`src/hdl/unix_time_to_date_with_dst_unit_assert.svh`:
```
// ----------------------------------------------------------------------------
// Assertion macros for the Unix time to date unit
// Shared property wrappers clocked on the unit clock.
// ----------------------------------------------------------------------------
`ifndef UNIX_TIME_TO_DATE_WITH_DST_UNIT_ASSERT_SVH
`define UNIX_TIME_TO_DATE_WITH_DST_UNIT_ASSERT_SVH

// Property checked only outside reset.
`define UTD_ASSERT(name, prop, msg) \
   name: assert property (@(posedge clock) disable iff (reset) prop) else $error(msg);

// Property checked on every edge, reset included.
`define UTD_ASSERT_ALWAYS(name, prop, msg) \
   name: assert property (@(posedge clock) prop) else $error(msg);

`endif

```
`src/hdl/utd_pkg.sv`:
```
// ----------------------------------------------------------------------------
// Unix time to date package
// Shared widths, command and status types and calendar helper functions.
// ----------------------------------------------------------------------------
`default_nettype none

package utd_pkg;

   // Field widths.
   localparam int TS_W    = 32;
   localparam int SEC_W   = 6;
   localparam int HOUR_W  = 5;
   localparam int WDAY_W  = 3;
   localparam int DAY_W   = 5;
   localparam int MONTH_W = 4;
   localparam int YEAR_W  = 12;
   localparam int DAYS_W  = 16;
   localparam int STEP_W  = 1;

   localparam logic [YEAR_W-1:0] EPOCH_YEAR = 12'd1970;
   localparam logic [YEAR_W-1:0] CENTURY_NON_LEAP = 12'd2100;

   // Division passes: seconds, minutes, hours, then the weekday.
   // Each pass multiplies first, then forms the quotient and remainder.
   localparam logic [1:0] PASS_SEC  = 2'd0;
   localparam logic [1:0] PASS_MIN  = 2'd1;
   localparam logic [1:0] PASS_HOUR = 2'd2;
   localparam logic [1:0] PASS_WDAY = 2'd3;

   // Commands from the controller to the datapath.
   typedef struct packed {
      logic       load;
      logic       div_step;
      logic       div_end;
      logic [1:0] pass;
      logic       year_step;
      logic       month_step;
      logic       finish;
   } dp_cmd_type;

   // Status from the datapath to the controller.
   typedef struct packed {
      logic year_done;
      logic month_done;
   } dp_status_type;

   // Divisor used by each pass.
   function automatic logic [6:0] pass_divisor(input logic [1:0] pass);
      logic [6:0] d;
      case (pass)
         PASS_SEC:  d = 7'd60;
         PASS_MIN:  d = 7'd60;
         PASS_HOUR: d = 7'd24;
         PASS_WDAY: d = 7'd7;
         default:   d = 7'd60;
      endcase
      return d;
   endfunction

   // Scaled reciprocal of each divisor. The upper product bits give the exact
   // quotient over the input range of that pass: 60 with a shift of 37,
   // 24 with a shift of 36 and 7 with a shift of 32.
   function automatic logic [TS_W-1:0] pass_reciprocal(input logic [1:0] pass);
      logic [TS_W-1:0] r;
      case (pass)
         PASS_SEC:  r = 32'h8888_8889;
         PASS_MIN:  r = 32'h8888_8889;
         PASS_HOUR: r = 32'hAAAA_AAAB;
         PASS_WDAY: r = 32'h2492_4925;
         default:   r = 32'h8888_8889;
      endcase
      return r;
   endfunction

   // Gregorian leap rule over 1970..2106: 2100 is the only century year in range that is not leap.
   function automatic logic is_leap(input logic [YEAR_W-1:0] year);
      return (year[1:0] == 2'b00) && (year != CENTURY_NON_LEAP);
   endfunction

   // Length of a month, with the month counted from 0.
   function automatic logic [DAY_W-1:0] month_length(input logic [MONTH_W-1:0] month,
                                                     input logic leap);
      logic [DAY_W-1:0] len;
      case (month)
         4'd0:    len = 5'd31;
         4'd1:    len = leap ? 5'd29 : 5'd28;
         4'd2:    len = 5'd31;
         4'd3:    len = 5'd30;
         4'd4:    len = 5'd31;
         4'd5:    len = 5'd30;
         4'd6:    len = 5'd31;
         4'd7:    len = 5'd31;
         4'd8:    len = 5'd30;
         4'd9:    len = 5'd31;
         4'd10:   len = 5'd30;
         4'd11:   len = 5'd31;
         default: len = 5'd31;
      endcase
      return len;
   endfunction

endpackage

`default_nettype wire

```
`src/hdl/utd_dp.sv`:
```
// ----------------------------------------------------------------------------
// Unix time to date datapath
// Reciprocal-multiply divider, year and month subtraction and result registers.
// ----------------------------------------------------------------------------
`default_nettype none
`include "unix_time_to_date_with_dst_unit_assert.svh"

module utd_dp (
   input  wire                             clock,
   input  wire                             reset,
   input  wire utd_pkg::dp_cmd_type        cmd,
   output utd_pkg::dp_status_type          status,
   input  wire [utd_pkg::TS_W-1:0]         req_timestamp,
   output logic [utd_pkg::SEC_W-1:0]       rsp_second_of_minute,
   output logic [utd_pkg::SEC_W-1:0]       rsp_minute_of_hour,
   output logic [utd_pkg::HOUR_W-1:0]      rsp_hour_of_day,
   output logic [utd_pkg::WDAY_W-1:0]      rsp_weekday,
   output logic [utd_pkg::DAY_W-1:0]       rsp_day_of_month,
   output logic [utd_pkg::MONTH_W-1:0]     rsp_month_number,
   output logic [utd_pkg::YEAR_W-1:0]      rsp_year_number,
   output logic                            rsp_dst_active
);
   import utd_pkg::*;

   logic [TS_W-1:0]    q_ff, q_in;
   logic [2*TS_W-1:0]  prod_ff, prod_in;
   logic [SEC_W-1:0]   sec_ff, sec_in;
   logic [SEC_W-1:0]   min_ff, min_in;
   logic [HOUR_W-1:0]  hour_ff, hour_in;
   logic [WDAY_W-1:0]  wday_ff, wday_in;
   logic [DAYS_W-1:0]  days_ff, days_in;
   logic [YEAR_W-1:0]  year_ff, year_in;
   logic [MONTH_W-1:0] month_ff, month_in;

   logic [6:0]         divisor;
   logic [TS_W-1:0]    recip;
   logic [TS_W-1:0]    quot;
   logic [12:0]        quot_low_mul;
   logic [SEC_W-1:0]   rem_next;
   logic               leap;
   logic [8:0]         year_len;
   logic [DAY_W-1:0]   mlen;
   logic [DAY_W-1:0]   day_final;
   logic [MONTH_W-1:0] month_final;

   // US daylight saving test on the finished calendar fields.
   function automatic logic dst_flag(input logic [MONTH_W-1:0] month,
                                     input logic [DAY_W-1:0]   day,
                                     input logic [WDAY_W-1:0]  wday,
                                     input logic [HOUR_W-1:0]  hour);
      logic signed [6:0] prev_sun;
      logic              flag;
      prev_sun = $signed({2'b00, day}) - $signed({4'b0000, wday}) + 7'sd1;
      if (prev_sun < 7'sd1) begin
         prev_sun = 7'sd0;
      end
      if (month < 4'd3 || month > 4'd11) begin
         flag = 1'b0;
      end else if (month > 4'd3 && month < 4'd11) begin
         flag = 1'b1;
      end else if (month == 4'd3) begin
         // On or after the second Sunday of March at 02:00.
         if (prev_sun >= 7'sd8) begin
            if (day > 5'd14) begin
               flag = 1'b1;
            end else if (wday > 3'd1) begin
               flag = 1'b1;
            end else begin
               flag = (hour >= 5'd2);
            end
         end else begin
            flag = 1'b0;
         end
      end else begin
         // November: before the first Sunday, or that Sunday before 02:00.
         if (prev_sun > 7'sd0 && prev_sun < 7'sd8 && wday == 3'd1 && hour < 5'd2) begin
            flag = 1'b1;
         end else begin
            flag = (prev_sun == 7'sd0);
         end
      end
      return flag;
   endfunction

   // Quotient from the registered reciprocal product. The remainder is below
   // 64, so only the low bits of the dividend and of quotient times divisor count.
   always_comb begin
      divisor = pass_divisor(cmd.pass);
      recip   = pass_reciprocal(cmd.pass);
      case (cmd.pass)
         PASS_SEC:  quot = {5'd0, prod_ff[63:37]};
         PASS_MIN:  quot = {5'd0, prod_ff[63:37]};
         PASS_HOUR: quot = {4'd0, prod_ff[63:36]};
         PASS_WDAY: quot = prod_ff[63:32];
         default:   quot = prod_ff[63:32];
      endcase
      quot_low_mul = quot[SEC_W-1:0] * divisor;
      rem_next     = q_ff[SEC_W-1:0] - quot_low_mul[SEC_W-1:0];
   end

   // Year and month lengths for the subtraction loops.
   always_comb begin
      leap     = is_leap(year_ff);
      year_len = leap ? 9'd366 : 9'd365;
      mlen     = month_length(month_ff, leap);
      status.year_done  = (days_ff < {7'd0, year_len});
      status.month_done = (days_ff < {11'd0, mlen});
      day_final   = days_ff[DAY_W-1:0] + 5'd1;
      month_final = month_ff + 4'd1;
   end

   // Next values of the working registers.
   always_comb begin
      q_in     = q_ff;
      prod_in  = prod_ff;
      sec_in   = sec_ff;
      min_in   = min_ff;
      hour_in  = hour_ff;
      wday_in  = wday_ff;
      days_in  = days_ff;
      year_in  = year_ff;
      month_in = month_ff;
      if (cmd.load) begin
         q_in     = req_timestamp;
         year_in  = EPOCH_YEAR;
         month_in = '0;
      end else if (cmd.div_step) begin
         if (cmd.div_end) begin
            q_in = quot;
            case (cmd.pass)
               PASS_SEC:  sec_in = rem_next;
               PASS_MIN:  min_in = rem_next;
               PASS_HOUR: begin
                  hour_in = rem_next[HOUR_W-1:0];
                  days_in = quot[DAYS_W-1:0];
                  // Day 0 was a Thursday; offset so that Sunday leaves remainder 0.
                  q_in    = quot + 32'd4;
               end
               PASS_WDAY: wday_in = rem_next[WDAY_W-1:0] + 3'd1;
               default:   sec_in = sec_ff;
            endcase
         end else begin
            prod_in = {32'd0, q_ff} * {32'd0, recip};
         end
      end else if (cmd.year_step) begin
         days_in = days_ff - {7'd0, year_len};
         year_in = year_ff + 12'd1;
      end else if (cmd.month_step) begin
         days_in  = days_ff - {11'd0, mlen};
         month_in = month_ff + 4'd1;
      end
   end

   // Working registers.
   always_ff @(posedge clock) begin
      q_ff     <= q_in;
      prod_ff  <= prod_in;
      sec_ff   <= sec_in;
      min_ff   <= min_in;
      hour_ff  <= hour_in;
      wday_ff  <= wday_in;
      days_ff  <= days_in;
      year_ff  <= year_in;
      month_ff <= month_in;
   end

   // Result registers, loaded when the word is finished.
   always_ff @(posedge clock) begin
      if (cmd.finish) begin
         rsp_second_of_minute <= sec_ff;
         rsp_minute_of_hour   <= min_ff;
         rsp_hour_of_day      <= hour_ff;
         rsp_weekday          <= wday_ff;
         rsp_day_of_month     <= day_final;
         rsp_month_number     <= month_final;
         rsp_year_number      <= year_ff;
         rsp_dst_active       <= dst_flag(month_final, day_final, wday_ff, hour_ff);
      end
   end

   `UTD_ASSERT(a_month_range, cmd.finish |=> (rsp_month_number >= 4'd1 && rsp_month_number <= 4'd12), "month out of range")
   `UTD_ASSERT(a_load_year, cmd.load |=> (year_ff == EPOCH_YEAR && month_ff == 4'd0), "bad load of year and month")

endmodule

`default_nettype wire

```
`src/hdl/utd_ctrl.sv`:
```
// ----------------------------------------------------------------------------
// Unix time to date controller
// Sequences the division passes, the year loop and the month loop.
// ----------------------------------------------------------------------------
`default_nettype none
`include "unix_time_to_date_with_dst_unit_assert.svh"

module utd_ctrl (
   input  wire                       clock,
   input  wire                       reset,
   input  wire                       start,
   output logic                      busy,
   output logic                      rsp_valid,
   output utd_pkg::dp_cmd_type       cmd,
   input  wire utd_pkg::dp_status_type status
);
   import utd_pkg::*;

   typedef enum logic [1:0] {
      ST_IDLE,
      ST_DIV,
      ST_YEAR,
      ST_MONTH
   } state_type;

   state_type         state_ff, state_in;
   logic [STEP_W-1:0] step_ff, step_in;
   logic [1:0]        pass_ff, pass_in;
   logic              valid_ff, valid_in;
   logic              last_step;

   // Commands and next state.
   always_comb begin
      state_in  = state_ff;
      step_in   = step_ff;
      pass_in   = pass_ff;
      valid_in  = 1'b0;
      last_step = (step_ff == {STEP_W{1'b1}});
      cmd       = '0;
      cmd.pass  = pass_ff;
      case (state_ff)
         ST_IDLE: begin
            if (start) begin
               cmd.load = 1'b1;
               step_in  = '0;
               pass_in  = PASS_SEC;
               state_in = ST_DIV;
            end
         end
         ST_DIV: begin
            cmd.div_step = 1'b1;
            cmd.div_end  = last_step;
            step_in      = step_ff + STEP_W'(1);
            if (last_step) begin
               pass_in = pass_ff + 2'd1;
               if (pass_ff == PASS_WDAY) begin
                  state_in = ST_YEAR;
               end
            end
         end
         ST_YEAR: begin
            if (status.year_done) begin
               state_in = ST_MONTH;
            end else begin
               cmd.year_step = 1'b1;
            end
         end
         ST_MONTH: begin
            if (status.month_done) begin
               cmd.finish = 1'b1;
               valid_in   = 1'b1;
               state_in   = ST_IDLE;
            end else begin
               cmd.month_step = 1'b1;
            end
         end
         default: begin
            state_in = ST_IDLE;
         end
      endcase
   end

   // State and registered strobe.
   always_ff @(posedge clock) begin
      if (reset) begin
         state_ff <= ST_IDLE;
         step_ff  <= '0;
         pass_ff  <= PASS_SEC;
         valid_ff <= 1'b0;
      end else begin
         state_ff <= state_in;
         step_ff  <= step_in;
         pass_ff  <= pass_in;
         valid_ff <= valid_in;
      end
   end

   assign busy      = (state_ff != ST_IDLE);
   assign rsp_valid = valid_ff;

   `UTD_ASSERT(a_accept_busy, (start && !busy) |=> busy, "accepted word did not raise busy")
   `UTD_ASSERT(a_strobe_single, rsp_valid |=> !rsp_valid, "result strobe longer than one cycle")
   `UTD_ASSERT(a_strobe_after_month, rsp_valid |-> $past(state_ff == ST_MONTH), "strobe without month step")
   `UTD_ASSERT_ALWAYS(a_reset_idle, $past(reset) |-> (!busy && !rsp_valid), "not idle after reset")

endmodule

`default_nettype wire

```
`src/hdl/unix_time_to_date_with_dst_unit.sv`:
```
// Sequence from the accepting edge to the result strobe: four reciprocal
// divisions, one year step per year past 1970, one month step per month
// before the result month, then the loop exits and the result register.
// A new word is accepted only while idle; busy drops in the strobe cycle.
// The receiver cannot stall; each result is shown for one cycle with rsp_valid.
// Synchronous reset returns the controller to idle and clears the strobe.
// ----------------------------------------------------------------------------
// Unix time to date with daylight saving
// Converts seconds since 1970 into calendar fields and a US DST flag.
// ----------------------------------------------------------------------------
`default_nettype none

module unix_time_to_date_with_dst_unit (
   input  wire                          clock,
   input  wire                          reset,
   input  wire                          start,
   output logic                         busy,
   input  wire [utd_pkg::TS_W-1:0]      req_timestamp,
   output logic                         rsp_valid,
   output logic [utd_pkg::SEC_W-1:0]    rsp_second_of_minute,
   output logic [utd_pkg::SEC_W-1:0]    rsp_minute_of_hour,
   output logic [utd_pkg::HOUR_W-1:0]   rsp_hour_of_day,
   output logic [utd_pkg::WDAY_W-1:0]   rsp_weekday,
   output logic [utd_pkg::DAY_W-1:0]    rsp_day_of_month,
   output logic [utd_pkg::MONTH_W-1:0]  rsp_month_number,
   output logic [utd_pkg::YEAR_W-1:0]   rsp_year_number,
   output logic                         rsp_dst_active
);
   import utd_pkg::*;

   dp_cmd_type    cmd;
   dp_status_type status;

   // Controller.
   utd_ctrl u_ctrl (
      .clock     (clock),
      .reset     (reset),
      .start     (start),
      .busy      (busy),
      .rsp_valid (rsp_valid),
      .cmd       (cmd),
      .status    (status)
   );

   // Datapath.
   utd_dp u_dp (
      .clock                (clock),
      .reset                (reset),
      .cmd                  (cmd),
      .status               (status),
      .req_timestamp        (req_timestamp),
      .rsp_second_of_minute (rsp_second_of_minute),
      .rsp_minute_of_hour   (rsp_minute_of_hour),
      .rsp_hour_of_day      (rsp_hour_of_day),
      .rsp_weekday          (rsp_weekday),
      .rsp_day_of_month     (rsp_day_of_month),
      .rsp_month_number     (rsp_month_number),
      .rsp_year_number      (rsp_year_number),
      .rsp_dst_active       (rsp_dst_active)
   );

endmodule

`default_nettype wire
```
`config.mk`:
```
export PLATFORM = sky130hd
export DESIGN_NAME = unix_time_to_date_with_dst_unit
export DESIGN_NICKNAME = d
export VERILOG_FILES = /design/src/hdl/utd_pkg.sv /design/src/hdl/utd_dp.sv /design/src/hdl/utd_ctrl.sv /design/src/hdl/unix_time_to_date_with_dst_unit.sv
export VERILOG_INCLUDE_DIRS = /design/src /design/src/hdl
export SDC_FILE = /design/constraint.sdc
export NUM_CORES = 2
export LEC_CHECK = 0
export ABC_AREA = 0
export BUFFER_PORTS_ARGS = -buffer_cell sky130_fd_sc_hd__buf_2
export CAP_MARGIN = 5
export CORE_ASPECT_RATIO = 0.75
export CORE_MARGIN = 2
export CORE_UTILIZATION = 55
export DETAILED_ROUTE_END_ITERATION = 10
export GPL_TIMING_DRIVEN = 0
export HOLD_SLACK_MARGIN = 0.08
export PLACE_DENSITY = 0.71
export RECOVER_POWER = 50
export SYNTH_ARGS = -nofsm -noshare
export SYNTH_HDL_FRONTEND = slang
export SYNTH_SLANG_ARGS = --single-unit
```
`constraint.sdc`:
```
create_clock -name clock -period 18.3 [get_ports clock]
set_input_delay 2.745 -clock clock [delete_from_list [all_inputs] [get_ports clock]]
set_output_delay 2.745 -clock clock [all_outputs]
set_load 0.01 [all_outputs]
```
==> run summary <==
area grow syn2layout: 6.12%
RSZ-0062 raised after global routing: no
yosys warns: 0
Routed WL per cell: 24.6 um
Worst Skew: 0.0126 ns
number of global-route vias before repair: 22142
initial core utilization: 0.553
run status: complete, but fails checks
Reg2Reg Depth: 27
TNS Setup: 0 ns
Mapped Nets: 3895
gpl congestion: 0.982
Period minus WS final: 11.77 ns
maxcap violations: 3
GRT Residual Overflow: 0
syn avg cell area: 10.3 um2
total track usage: 0.340
maximum clock path buffer count: 2
fmax: 85.0 MHz
Port Buffers: 78
DRT Pass-1 Iters: 5
Setup Buffers After CTS: 0
clock slew at reported path FFs: 0.07 ns
initial drt markers: 2071
sequential-to-total area share from yosys stat: 0.157
post-cts resize count: 0
Die Height: 206 um
CP arrival: 11.93 ns
CP Capture Type: flop
remaining antenna violation count: 0
initial antenna violation count: 1
share of cells above drive strength 1: 0.0378
worst slew pin tran: 2.60 ns
Core ar.: 54200 um2
drt total wl: 91800 um
H-tree levels: 4
DRC Markers: 0
cts hold-fix bufs: 0
Non-Filler Instances: 3739
Yosys cell types: 76
Req. time, crit path: 18.46 ns
Mapped Cells: 2902
Top Ports: 79
nets: 3995
placed cells: 3704
DR vias/cell: 5.64
# setup viols final: 0
Detail Placement HPWL: 82000 um
Primary FF master, synth: edfxtp_1
TritonCTS clock tree: yes
CTS Sinks: 164
EDFF count, synth: 142
fin crit share: 0.643
Max-slew headroom: -0.742
via count: 21105
Yosys reg bits: 164
failing checks: capacitance limit, slew limit
first-pass GRT wire length: 139000 um
Fin. Hold Viols: 0
Max Slew Vio Count: 77
hold depth: 0
CTS buffer count: 17
Critical Path Source Type: flop
DIE WIDTH: 273 um
Clock Latency Late Sink: 0.44 ns
# rows: 74
largest net degree at the start of global routing: 44
clk root buf: clkbuf_16
Max FO, Critical Path: 10
asr flop ratio synth: 0
die area: 56300 um2
Worst Hold Class: flop to flop
kind of critical path: flop to flop
Mapped Area: 29900 um2
registers in the layout, indices dropped and copies added, names as in the netlist:
name,cells
u_dp.wday_ff,3
u_dp.q_ff,32
u_dp.rsp_month_number,4
u_dp.rsp_hour_of_day,5
u_dp.rsp_day_of_month,5
u_dp.sec_ff,6
u_ctrl.state_ff,2
u_dp.days_ff,16
u_dp.rsp_minute_of_hour,6
u_dp.rsp_weekday,3
u_ctrl.rsp_valid,1
u_dp.min_ff,6
u_dp.month_ff,4
u_ctrl.pass_ff,2
u_dp.rsp_second_of_minute,6
u_dp.year_ff,12
u_ctrl.last_step,1
u_dp.rsp_dst_active,1
u_dp.rsp_year_number,12
u_dp.prod_ff,32
u_dp.hour_ff,5
through the flow:
| step | hold WS [ns] | instance area (um2) | setup slack, ns | util |
|---|---|---|---|---|
| floorplan | 0.400 | 29900 | 9.93 | - |
| global placement | 0.402 | 31200 | 7.08 | 0.577 |
| detailed placement | 0.405 | 31300 | 7.19 | 0.577 |
| CTS | 0.421 | 31900 | 7.12 | 0.588 |
| global route | 0.430 | 31800 | 6.17 | 0.587 |
| finish | 0.422 | 31800 | 6.53 | 0.587 |
layer usage:
layer | GRT usage | up-vias | part of all wire
met3 | 0.0507 | 96 | 0.080
met4 | 0.0792 | 0 | 0.024
met2 | 0.510 | 839 | 0.43
li1 | - | 9317 | -
met5 | 0 | - | 0
met1 | 0.522 | 10853 | 0.46
path summary, 6_finish.rpt:
check | from | to | slack (ns)
hold reg to reg | u_dp.sec_ff[4] | u_dp.rsp_second_of_minute[4] | 0.42
setup reg to reg | u_ctrl.pass_ff[0] | u_dp.prod_ff[35] | 6.53
hold / removal | u_dp.sec_ff[4] | u_dp.rsp_second_of_minute[4] | 0.42
setup / recovery | u_ctrl.pass_ff[0] | u_dp.prod_ff[35] | 6.53
synthesized netlist by cell type (25+ instances only):
cell type / number / area share
inv_1: 734 / 0.092
fa_1: 562 / 0.38
ha_1: 396 / 0.17
nand2_1: 145 / 0.018
edfxtp_1: 142 / 0.14
nor2_1: 130 / 0.016
a21oi_1: 111 / 0.019
xnor2_1: 103 / 0.030
xor2_1: 56 / 0.016
and2_1: 52 / 0.011
o21ai_0: 46 / 0.0077
a21o_1: 41 / 0.010
clkbuf_1: 34 / 0.0043
nor2b_1: 31 / 0.0065
or2_2: 25 / 0.0052
layout make-up:
| class | instances | area (um2) |
|---|---|---|
| diodes | 2 | 5.00 |
| inverters | 734 | 2760 |
| clock buffers | 22 | 485 |
| plain buffers | 47 | 194 |
| fillers | 4694 | 22400 |
| repair buffers | 81 | 353 |
| multi-input cells | 1957 | 22300 |
| clock inverters | 10 | 86.3 |
| flip-flops and latches | 164 | 4700 |
| well taps | 722 | 903 |
kinds of logic (layout without fill, tap and decap cells):
kind of cell / Yosys count / in the layout / synth area share
adder cells (fa/ha/maj): 958 / 958 / 0.541
AO/OA/AOI/OAI: 303 / 303 / 0.0648
multiplexers: 14 / 14 / 0.00476
other: 0 / 2 / 0
buffers and inverters: 781 / 894 / 0.0986
AND/OR/NAND/NOR: 523 / 523 / 0.0871
flip-flops: 164 / 164 / 0.157
XOR/XNOR: 159 / 159 / 0.0465
critical path, stage by stage (launching register included):
cell,delay (ns)
dfxtp_1,0.37
inv_1,0.12
ha_1,0.48
clkbuf_1,0.48
clkbuf_1,0.49
clkbuf_1,0.55
clkbuf_1,0.59
buf_1,0.78
nand2_1,0.22
inv_1,0.22
ha_1,0.32
fa_1,0.67
inv_1,0.09
fa_1,0.57
fa_1,0.45
fa_1,0.66
inv_1,0.09
fa_1,0.55
fa_1,0.46
fa_1,0.49
ha_1,0.33
a21o_1,0.16
a21oi_1,0.18
o21ai_0,0.14
a2111oi_0,0.88
o21ai_0,0.54
a21oi_1,0.29
xnor2_1,0.29
placed cells by master (no fill, tap or decap), types with 7 or more instances in the layout:
cell type / instances
nor4_1: 7
nor2b_1: 31
mux2i_1: 12
nand2b_1: 16
inv_1: 734
nor2_1: 130
or3_1: 8
o21ai_0: 46
a22oi_1: 15
and2_1: 51
ha_1: 396
nand2_1: 144
or4_1: 7
a21oi_1: 111
or2_2: 25
and3_1: 14
xor2_1: 56
nand4_1: 19
a21o_1: 41
clkbuf_16: 18
a22o_1: 13
clkbuf_1: 87
nor3b_1: 7
fa_1: 562
o21bai_1: 7
buf_2: 38
nor3_1: 18
dfxtp_1: 22
xnor2_1: 103
edfxtp_1: 142
nand3_1: 22
Power is left out: the tool's default activity adds up to more than one toggle a clock period on the data nets, which glitch-free logic cannot reach.
